## src/hdl/hcfr_pkg.sv

```systemverilog
`timescale 1ns / 1ps
package hcfr_pkg;

   // result kinds on the rsp channel
   localparam logic [1:0] KIND_TX      = 2'd0;
   localparam logic [1:0] KIND_LED     = 2'd1;
   localparam logic [1:0] KIND_CHK_ERR = 2'd2;
   localparam logic [1:0] KIND_UNKNOWN = 2'd3;

   // reply classes handed from parser to emitter
   localparam logic [1:0] REPLY_UNKNOWN = 2'd0;
   localparam logic [1:0] REPLY_CHK_ERR = 2'd1;
   localparam logic [1:0] REPLY_LED     = 2'd2;
   localparam logic [1:0] REPLY_QUERY   = 2'd3;

   localparam logic [7:0] FRAME_QUERY = 8'h00;
   localparam logic [7:0] FRAME_LED   = 8'h01;

   localparam int unsigned DATA_BYTES = 5;

   typedef struct packed {
      logic [1:0]                  reply;
      logic [7:0]                  seq;
      logic [DATA_BYTES-1:0][7:0]  data;
      logic [7:0]                  check;
   } reply_type;

endpackage

```

## src/hdl/host_command_frame_responder_core.sv

```systemverilog
`timescale 1ns / 1ps
// host command frame responder
// req channel: one host link byte per item, together with the current colour
// and reflector sensor readings (sampled only when a query frame completes).
// rsp channel: result items; kind 0 is a byte to send back to the host,
// kind 1 an LED setting, kind 2 a check byte error, kind 3 an unknown type.
// rsp_last marks the final result caused by one input byte.
// a valid type byte, sequence and payload bytes give no result. a completed
// query frame gives 8 results, an LED frame 4, an error 1.
// the edge that takes a byte loads its reply into the parser reply register;
// the reply moves into the emitter register once the emitter takes it, and
// its first result is on rsp from then on.
// throughput: one byte per cycle while req_ready is high; the emitter sends
// one result per cycle while rsp_ready is high, 1, 4 or 8 per reply, and
// req_ready drops only if the next reply completes before the current is done.
// reset (synchronous, active high) returns the parser to waiting for a type
// byte and drops any pending reply.
// a stall on rsp_ready holds the current result; the parser keeps taking
// bytes until the reply register between parser and emitter is occupied.
module host_command_frame_responder_core
   import hcfr_pkg::*;
(
   input  logic        clock,
   input  logic        reset,
   input  logic        req_valid,
   output logic        req_ready,
   input  logic [7:0]  req_rx_byte,
   input  logic [7:0]  req_color_red,
   input  logic [7:0]  req_color_green,
   input  logic [7:0]  req_color_blue,
   input  logic [9:0]  req_reflect_a,
   input  logic [9:0]  req_reflect_b,
   output logic        rsp_valid,
   input  logic        rsp_ready,
   output logic [1:0]  rsp_kind,
   output logic [7:0]  rsp_tx_byte,
   output logic [7:0]  rsp_led_red,
   output logic [7:0]  rsp_led_green,
   output logic [7:0]  rsp_led_blue,
   output logic [7:0]  rsp_led_brightness,
   output logic        rsp_last
);

   logic      take;
   logic      pend_valid;
   reply_type pend_reply;

   hcfr_parser u_parser (
      .clock       (clock),
      .reset       (reset),
      .req_valid   (req_valid),
      .req_ready   (req_ready),
      .rx_byte     (req_rx_byte),
      .color_red   (req_color_red),
      .color_green (req_color_green),
      .color_blue  (req_color_blue),
      .reflect_a   (req_reflect_a),
      .reflect_b   (req_reflect_b),
      .take        (take),
      .pend_valid  (pend_valid),
      .pend_reply  (pend_reply)
   );

   hcfr_emitter u_emitter (
      .clock              (clock),
      .reset              (reset),
      .pend_valid         (pend_valid),
      .pend_reply         (pend_reply),
      .take               (take),
      .rsp_valid          (rsp_valid),
      .rsp_ready          (rsp_ready),
      .rsp_kind           (rsp_kind),
      .rsp_tx_byte        (rsp_tx_byte),
      .rsp_led_red        (rsp_led_red),
      .rsp_led_green      (rsp_led_green),
      .rsp_led_blue       (rsp_led_blue),
      .rsp_led_brightness (rsp_led_brightness),
      .rsp_last           (rsp_last)
   );

   // error results stand alone
   a_error_is_last: assert property (@(posedge clock) disable iff (reset)
      rsp_valid && (rsp_kind == KIND_CHK_ERR || rsp_kind == KIND_UNKNOWN) |-> rsp_last)
      else $error("error result not marked last");

   // LED setting always opens a reply, never ends it
   a_led_not_last: assert property (@(posedge clock) disable iff (reset)
      rsp_valid && rsp_kind == KIND_LED |-> !rsp_last)
      else $error("LED result marked last");

   // after an LED setting is taken, the echoed type byte follows
   a_led_then_type: assert property (@(posedge clock) disable iff (reset)
      rsp_valid && rsp_ready && rsp_kind == KIND_LED |=>
         rsp_valid && rsp_kind == KIND_TX && rsp_tx_byte == FRAME_LED)
      else $error("LED reply not followed by type byte");

   // the parser only backs off while a reply waits for the emitter
   a_ready_stall: assert property (@(posedge clock) disable iff (reset)
      !req_ready |-> pend_valid && rsp_valid)
      else $error("req_ready low with no pending reply");

endmodule

```

## src/hdl/hcfr_parser.sv

```systemverilog
`timescale 1ns / 1ps
module hcfr_parser
   import hcfr_pkg::*;
(
   input  logic        clock,
   input  logic        reset,
   input  logic        req_valid,
   output logic        req_ready,
   input  logic [7:0]  rx_byte,
   input  logic [7:0]  color_red,
   input  logic [7:0]  color_green,
   input  logic [7:0]  color_blue,
   input  logic [9:0]  reflect_a,
   input  logic [9:0]  reflect_b,
   input  logic        take,
   output logic        pend_valid,
   output reply_type   pend_reply
);

   localparam logic [2:0] PH_IDLE   = 3'd0;
   localparam logic [2:0] PH_SEQ    = 3'd1;
   localparam logic [2:0] PH_PAY0   = 3'd2;
   localparam logic [2:0] PH_PAY1   = 3'd3;
   localparam logic [2:0] PH_PAY2   = 3'd4;
   localparam logic [2:0] PH_PAY3   = 3'd5;
   localparam logic [2:0] PH_CHECK  = 3'd6;
   localparam logic [2:0] PH_UNUSED = 3'd7;

   logic [2:0]      phase_ff, phase_in;
   logic            is_led_ff, is_led_in;
   logic [7:0]      seq_ff, seq_in;
   logic [7:0]      check_ff, check_in;
   logic [3:0][7:0] payload_ff;
   logic            pend_valid_ff, pend_valid_in;
   reply_type       pend_reply_ff, pend_reply_in;

   logic            accept;
   logic            emit;
   logic            pay_wr;
   logic [2:0]      pay_off;
   logic [1:0]      pay_idx;
   logic [7:0]      ref_a_hi;
   logic [7:0]      ref_b_hi;

   assign req_ready  = !pend_valid_ff || take;
   assign accept     = req_valid && req_ready;
   assign pay_off    = phase_ff - PH_PAY0;
   assign pay_idx    = pay_off[1:0];
   assign ref_a_hi   = reflect_a[9:2];
   assign ref_b_hi   = reflect_b[9:2];
   assign pend_valid = pend_valid_ff;
   assign pend_reply = pend_reply_ff;

   always_comb begin
      phase_in      = phase_ff;
      is_led_in     = is_led_ff;
      seq_in        = seq_ff;
      check_in      = check_ff;
      emit          = 1'b0;
      pay_wr        = 1'b0;
      pend_reply_in = pend_reply_ff;
      if (accept) begin
         unique case (phase_ff) inside
            PH_IDLE, PH_UNUSED: begin
               if (rx_byte == FRAME_QUERY || rx_byte == FRAME_LED) begin
                  is_led_in = rx_byte[0];
                  check_in  = rx_byte;
                  phase_in  = PH_SEQ;
               end else begin
                  phase_in            = PH_IDLE;
                  emit                = 1'b1;
                  pend_reply_in       = '0;
                  pend_reply_in.reply = REPLY_UNKNOWN;
               end
            end
            PH_SEQ: begin
               seq_in   = rx_byte;
               check_in = check_ff ^ rx_byte;
               phase_in = is_led_ff ? PH_PAY0 : PH_CHECK;
            end
            PH_PAY0, PH_PAY1, PH_PAY2, PH_PAY3: begin
               pay_wr   = 1'b1;
               check_in = check_ff ^ rx_byte;
               phase_in = phase_ff + 3'd1;
            end
            PH_CHECK: begin
               phase_in      = PH_IDLE;
               emit          = 1'b1;
               pend_reply_in = '0;
               if (rx_byte != check_ff) begin
                  pend_reply_in.reply = REPLY_CHK_ERR;
               end else if (is_led_ff) begin
                  pend_reply_in.reply     = REPLY_LED;
                  pend_reply_in.seq       = seq_ff;
                  pend_reply_in.data[3:0] = payload_ff;
               end else begin
                  pend_reply_in.reply   = REPLY_QUERY;
                  pend_reply_in.seq     = seq_ff;
                  pend_reply_in.data[0] = color_red;
                  pend_reply_in.data[1] = color_green;
                  pend_reply_in.data[2] = color_blue;
                  pend_reply_in.data[3] = ref_a_hi;
                  pend_reply_in.data[4] = ref_b_hi;
                  pend_reply_in.check   = FRAME_QUERY ^ seq_ff ^ color_red ^ color_green
                                          ^ color_blue ^ ref_a_hi ^ ref_b_hi;
               end
            end
            default: begin
               phase_in = PH_IDLE;
            end
         endcase
      end
      if (emit) begin
         pend_valid_in = 1'b1;
      end else if (take) begin
         pend_valid_in = 1'b0;
      end else begin
         pend_valid_in = pend_valid_ff;
      end
   end

   always_ff @(posedge clock) begin
      if (reset) begin
         phase_ff      <= PH_IDLE;
         is_led_ff     <= 1'b0;
         seq_ff        <= '0;
         check_ff      <= '0;
         pend_valid_ff <= 1'b0;
      end else begin
         phase_ff      <= phase_in;
         is_led_ff     <= is_led_in;
         seq_ff        <= seq_in;
         check_ff      <= check_in;
         pend_valid_ff <= pend_valid_in;
      end
   end

   always_ff @(posedge clock) begin
      pend_reply_ff <= pend_reply_in;
      if (pay_wr) begin
         payload_ff[pay_idx] <= rx_byte;
      end
   end

endmodule

```

## src/hdl/hcfr_emitter.sv

```systemverilog
`timescale 1ns / 1ps
module hcfr_emitter
   import hcfr_pkg::*;
(
   input  logic        clock,
   input  logic        reset,
   input  logic        pend_valid,
   input  reply_type   pend_reply,
   output logic        take,
   output logic        rsp_valid,
   input  logic        rsp_ready,
   output logic [1:0]  rsp_kind,
   output logic [7:0]  rsp_tx_byte,
   output logic [7:0]  rsp_led_red,
   output logic [7:0]  rsp_led_green,
   output logic [7:0]  rsp_led_blue,
   output logic [7:0]  rsp_led_brightness,
   output logic        rsp_last
);

   logic       busy_ff, busy_in;
   reply_type  cur_ff, cur_in;
   logic [2:0] idx_ff, idx_in;
   logic       fire;

   assign rsp_valid = busy_ff;
   assign fire      = busy_ff && rsp_ready;
   assign take      = !busy_ff || (rsp_ready && rsp_last);

   always_comb begin
      busy_in = busy_ff;
      cur_in  = cur_ff;
      idx_in  = idx_ff;
      if (take) begin
         busy_in = pend_valid;
         cur_in  = pend_reply;
         idx_in  = '0;
      end else if (fire) begin
         idx_in  = idx_ff + 3'd1;
      end
   end

   always_ff @(posedge clock) begin
      if (reset) begin
         busy_ff <= 1'b0;
         idx_ff  <= '0;
      end else begin
         busy_ff <= busy_in;
         idx_ff  <= idx_in;
      end
   end

   always_ff @(posedge clock) begin
      cur_ff <= cur_in;
   end

   // result fields for the current position in the reply
   always_comb begin
      rsp_kind           = KIND_TX;
      rsp_tx_byte        = '0;
      rsp_led_red        = '0;
      rsp_led_green      = '0;
      rsp_led_blue       = '0;
      rsp_led_brightness = '0;
      rsp_last           = 1'b0;
      unique case (cur_ff.reply)
         REPLY_UNKNOWN: begin
            rsp_kind = KIND_UNKNOWN;
            rsp_last = 1'b1;
         end
         REPLY_CHK_ERR: begin
            rsp_kind = KIND_CHK_ERR;
            rsp_last = 1'b1;
         end
         REPLY_LED: begin
            case (idx_ff)
               3'd0: begin
                  rsp_kind           = KIND_LED;
                  rsp_led_red        = cur_ff.data[0];
                  rsp_led_green      = cur_ff.data[1];
                  rsp_led_blue       = cur_ff.data[2];
                  rsp_led_brightness = cur_ff.data[3];
               end
               3'd1:    rsp_tx_byte = FRAME_LED;
               3'd2:    rsp_tx_byte = cur_ff.seq;
               default: begin
                  rsp_tx_byte = FRAME_LED ^ cur_ff.seq;
                  rsp_last    = 1'b1;
               end
            endcase
         end
         REPLY_QUERY: begin
            case (idx_ff)
               3'd0:    rsp_tx_byte = FRAME_QUERY;
               3'd1:    rsp_tx_byte = cur_ff.seq;
               3'd2:    rsp_tx_byte = cur_ff.data[0];
               3'd3:    rsp_tx_byte = cur_ff.data[1];
               3'd4:    rsp_tx_byte = cur_ff.data[2];
               3'd5:    rsp_tx_byte = cur_ff.data[3];
               3'd6:    rsp_tx_byte = cur_ff.data[4];
               default: begin
                  rsp_tx_byte = cur_ff.check;
                  rsp_last    = 1'b1;
               end
            endcase
         end
         default: begin
            rsp_last = 1'b1;
         end
      endcase
   end

endmodule
```

## config.mk

```make
export PLATFORM = sky130hd
export DESIGN_NAME = host_command_frame_responder_core
export DESIGN_NICKNAME = d
export VERILOG_FILES = /design/src/hdl/hcfr_pkg.sv /design/src/hdl/host_command_frame_responder_core.sv /design/src/hdl/hcfr_parser.sv /design/src/hdl/hcfr_emitter.sv
export SDC_FILE = /design/constraint.sdc
export NUM_CORES = 1
export LEC_CHECK = 0
export BUFFER_PORTS_ARGS = -buffer_cell sky130_fd_sc_hd__buf_2
export CAP_MARGIN = 25
export CELL_PAD_IN_SITES_DETAIL_PLACEMENT = 0
export CELL_PAD_IN_SITES_GLOBAL_PLACEMENT = 1
export CORE_UTILIZATION = 47
export CTS_CLUSTER_SIZE = 28
export DETAILED_ROUTE_END_ITERATION = 6
export GPL_ROUTABILITY_DRIVEN = 0
export PLACE_DENSITY = 0.78
export SLEW_MARGIN = 30
export SYNTH_ARGS = -nofsm -noshare
export SYNTH_HDL_FRONTEND = slang
export SYNTH_SLANG_ARGS = --single-unit
```

## constraint.sdc

```tcl
create_clock -name clock -period 6 [get_ports clock]
set_input_delay 0.6 -clock clock [delete_from_list [all_inputs] [get_ports clock]]
set_output_delay 0.6 -clock clock [all_outputs]
set_load 0.05 [all_outputs]
```

==> results_dict.tcl <==
set metrics [dict create \
    tritoncts "yes" \
    min_period_ns 3.884 \
    ctsHoldBuffers 0 \
    min_path_type "flip-flop to flip-flop" \
    layout-area-overhead-vs-synth_pct 17.27 \
    cts.repair.resized 0 \
    switching_share 0.2544 \
    unrepaired_setup_endpoints_after_global_routing "false" \
    drt_pass1_iterations 5 \
    power.share.clock 0.387 \
    synth_compound_gate_area_share 0.07596 \
    start_util 0.4835 \
    power.density_cell_area_nw_per_um2 319.8 \
    power.share.sequential 0.502 \
    cap_viol_max_count 0 \
    design.portCount 101 \
    yosys.area_share.xor_xnor 0.05454 \
    antenna_cells 0 \
    final-setup-viol-count 0 \
    synth_edf_count 148 \
    placement_rows 46 \
    antenna_found_initial 0 \
    hold_path.startpoint "u_parser.pend_reply[4]" \
    source_of_the_critical_timing_path "u_emitter.idx_ff[2]" \
    post_synth_fa_ha_maj_area_fraction 0.01623 \
    synth.avg_cell_area_sq_um 13.48 \
    ant_nets 0 \
    grt_pass1_vias 4415 \
    synth.area.top_cells "sky130_fd_sc_hd__edfxtp_1 58%, sky130_fd_sc_hd__dfxtp_1 6.5%, sky130_fd_sc_hd__mux2i_1 6.5%" \
    die_w_um 130.1 \
    final-instance-count-excl-fill 896 \
    finalHoldViolations 0 \
    synthArstFlopShare 0 \
    ys_warn_count 0 \
    power_frac_comb 0.111 \
    yosys.cell_count.top_type "sky130_fd_sc_hd__edfxtp_1" \
    timing.final.crit_share 0.6473 \
    die_h_um 130.1 \
    synth_mux_area_frac 0.08391 \
    crit_path_start_kind "flip-flop" \
    clock.fmax_ghz 0.2575 \
    timing_max_transition_violations_final 0 \
    worst_setup_path_end_kind "flip-flop" \
    seq_area_frac_synth 0.6415 \
    reg2reg_depth 8 \
    synth_simple_gate_area_share 0.1076 \
    netlist_area_sq_um 7709 \
    cts.sinks 173 \
    track_usage 0.1962 \
    post-cts-setup-buffer-count 0 \
    drt_drc_violations_left 0 \
    switchingPower_uw 735.5 \
    synth_largest_area_cell "sky130_fd_sc_hd__edfxtp_1" \
    p_int_mw 2.156 \
    clockRootBuffer "sky130_fd_sc_hd__clkbuf_16" \
    synth_top_family_by_area "simple AND/OR/NAND/NOR gates" \
    placeableCoreArea_sq_um 15940 \
    timing.rr.start "u_emitter.idx_ff[2]" \
    synthCells 572 \
    max_slew.worst_pin.slew_ns 0.8053 \
    timing.slew.headroom 0.4632 \
    outcome "completed" \
    post_synth_most_frequent_cells "148 x sky130_fd_sc_hd__edfxtp_1, 63 x sky130_fd_sc_hd__nor2_1, 50 x sky130_fd_sc_hd__mux2i_1" \
    cts_htree_levels 4 \
    drt_iter0_drc 303 \
    worst-r2r-setup-slack_ns 2.12 \
    syn-num-nets 638 \
    fin_setup_tns_ns 0 \
    drive_above_1_share 0.2324 \
    ys.flop_type "sky130_fd_sc_hd__edfxtp_1" \
    grt_pass1_wl_um 24070 \
    clk_pin_slew_worst_paths_ns 0.07 \
    critPathRequiredTime_ns 6.06 \
    die_area_sq_um 16920 \
    synth.distinct_cells 50 \
    cts_inserted_buffers 17 \
    timing.setup.critical_path_class "flip-flop to flip-flop" \
    overflow 0 \
    synth-seq-cells 173 \
    numPlacedInstances 864 \
    crit_path_max_fanout 58 \
    dp_hpwl_um 11480 \
    routed_wirelength_um 15630 \
    port_buffer_count 96 \
    detail_route.wl_per_cell_um 17.44 \
    worstReg2RegEnd "u_parser.pend_reply[9]" \
    nets 733 \
    final.setup_skew_ns 0.007154 \
    worst-endpoint-arrival_ns 3.94 \
    clk_latency_ns 0.43 \
    worstHoldEndpoint "u_emitter.cur_ff[4]" \
    detailroute.via_count 4652 \
    leakagePower_nw 3.300 \
    viasPerCell 5.192 \
    whs_path_depth 0 \
    grt_max_degree 59 \
    vdd_drop_max_mv 0.2225 \
    largest_buffer_count_on_any_clock_path 2 \
    synth_top_area_frac 0.5765 \
]
==> worst max-delay path, cell delays in order (launching register included) <==
cell,delay [ns]
sky130_fd_sc_hd__dfxtp_1,0.31
sky130_fd_sc_hd__buf_4,0.27
sky130_fd_sc_hd__inv_1,0.17
sky130_fd_sc_hd__ha_1,0.37
sky130_fd_sc_hd__nor4_4,0.68
sky130_fd_sc_hd__o221ai_4,0.31
sky130_fd_sc_hd__a21oi_1,0.54
sky130_fd_sc_hd__nor2b_4,0.24
sky130_fd_sc_hd__buf_4,0.56
==> final cells by class <==
cell class                 instances  area [sq um]
clock buffer                      17         425.4
clock inverter                    15         192.7
fill                            1334          6903
inverter                          13         48.80
multi-input combinational        361          2636
sequential                       173          4949
tap                              216         270.3
timing repair buffer             101         518.0
==> per-layer routing <==
metal / vias up / wire [um] / global-route usage / share of wire
met5: - / 0 / 0 / 0
met4: 0 / 244 / 0.07592 / 0.016
met3: 24 / 710 / 0.05330 / 0.045
met2: 131 / 7280 / 0.3035 / 0.47
met1: 2218 / 7394 / 0.2642 / 0.47
li1: 2279 / - / - / -
==> layout by cell type (no fill, tap or decap), types with 13 or more instances in the layout <==
cell and count:
sky130_fd_sc_hd__buf_2 96, sky130_fd_sc_hd__nand2_1 13, sky130_fd_sc_hd__xnor2_1 48, sky130_fd_sc_hd__edfxtp_1 148, sky130_fd_sc_hd__dfxtp_1 24, sky130_fd_sc_hd__a21oi_1 19
sky130_fd_sc_hd__nor2_1 63, sky130_fd_sc_hd__mux2i_1 50, sky130_fd_sc_hd__and2_1 46, sky130_fd_sc_hd__o21ai_0 24, sky130_fd_sc_hd__clkbuf_16 17
==> logic make-up after synthesis <==
kind of cell / Yosys count
adders and majority gates: 10
AOI/OAI and AO/OA: 79
muxes: 63
DFF: 173
and+or+nand+nor: 161
buffers and inverters: 38
xor gates and xnor gates: 48
==> stage by stage <==
stage          utilization  hold slack (ns)  worst slack [ns]  area, sq um  power, mW
2_1_floorplan            -           0.4003            0.5862         7709      1.691
3_3_place_gp        0.5273           0.4073             2.219         8407      1.788
3_5_place_dp        0.5283           0.4045             2.126         8422      1.799
4_1_cts             0.5670           0.4156             2.098         9040      2.917
5_1_grt             0.5670           0.4236             1.848         9040      3.001
6_report            0.5670           0.4149             2.116         9040      2.891
==> flip-flops by register name (all words and copies together), names as in the netlist <==
name,cells
u_parser.pend_reply,58
u_parser.check_ff,8
u_parser.is_led_ff,1
u_parser.seq_ff,8
u_emitter.idx_ff,3
u_emitter.rsp_valid,1
u_parser.pend_valid,1
u_parser.phase_ff,3
u_emitter.cur_ff,58
u_parser.payload_ff,32
==> power groups by stage <==
stage	registers (mW)	logic (mW)	clock network (mW)
6_report	1.45	0.322	1.12
2_1_floorplan	1.46	0.233	0
4_1_cts	1.45	0.325	1.14
3_5_place_dp	1.47	0.324	0
3_3_place_gp	1.47	0.315	0
5_1_grt	1.46	0.348	1.20
==> how the worst max path moves through the flow <==
stage | endpoint | depth (start not counted)
4_1_cts | u_parser.pend_reply[9] | 8
5_1_grt | u_parser.pend_reply[20] | 8
3_3_place_gp | u_parser.pend_reply[18] | 8
6_report | u_parser.pend_reply[9] | 8
2_1_floorplan | u_parser.pend_reply[0] | 8
3_5_place_dp | u_parser.pend_reply[19] | 8
Note: power is estimated with default switching activity, not from simulation.
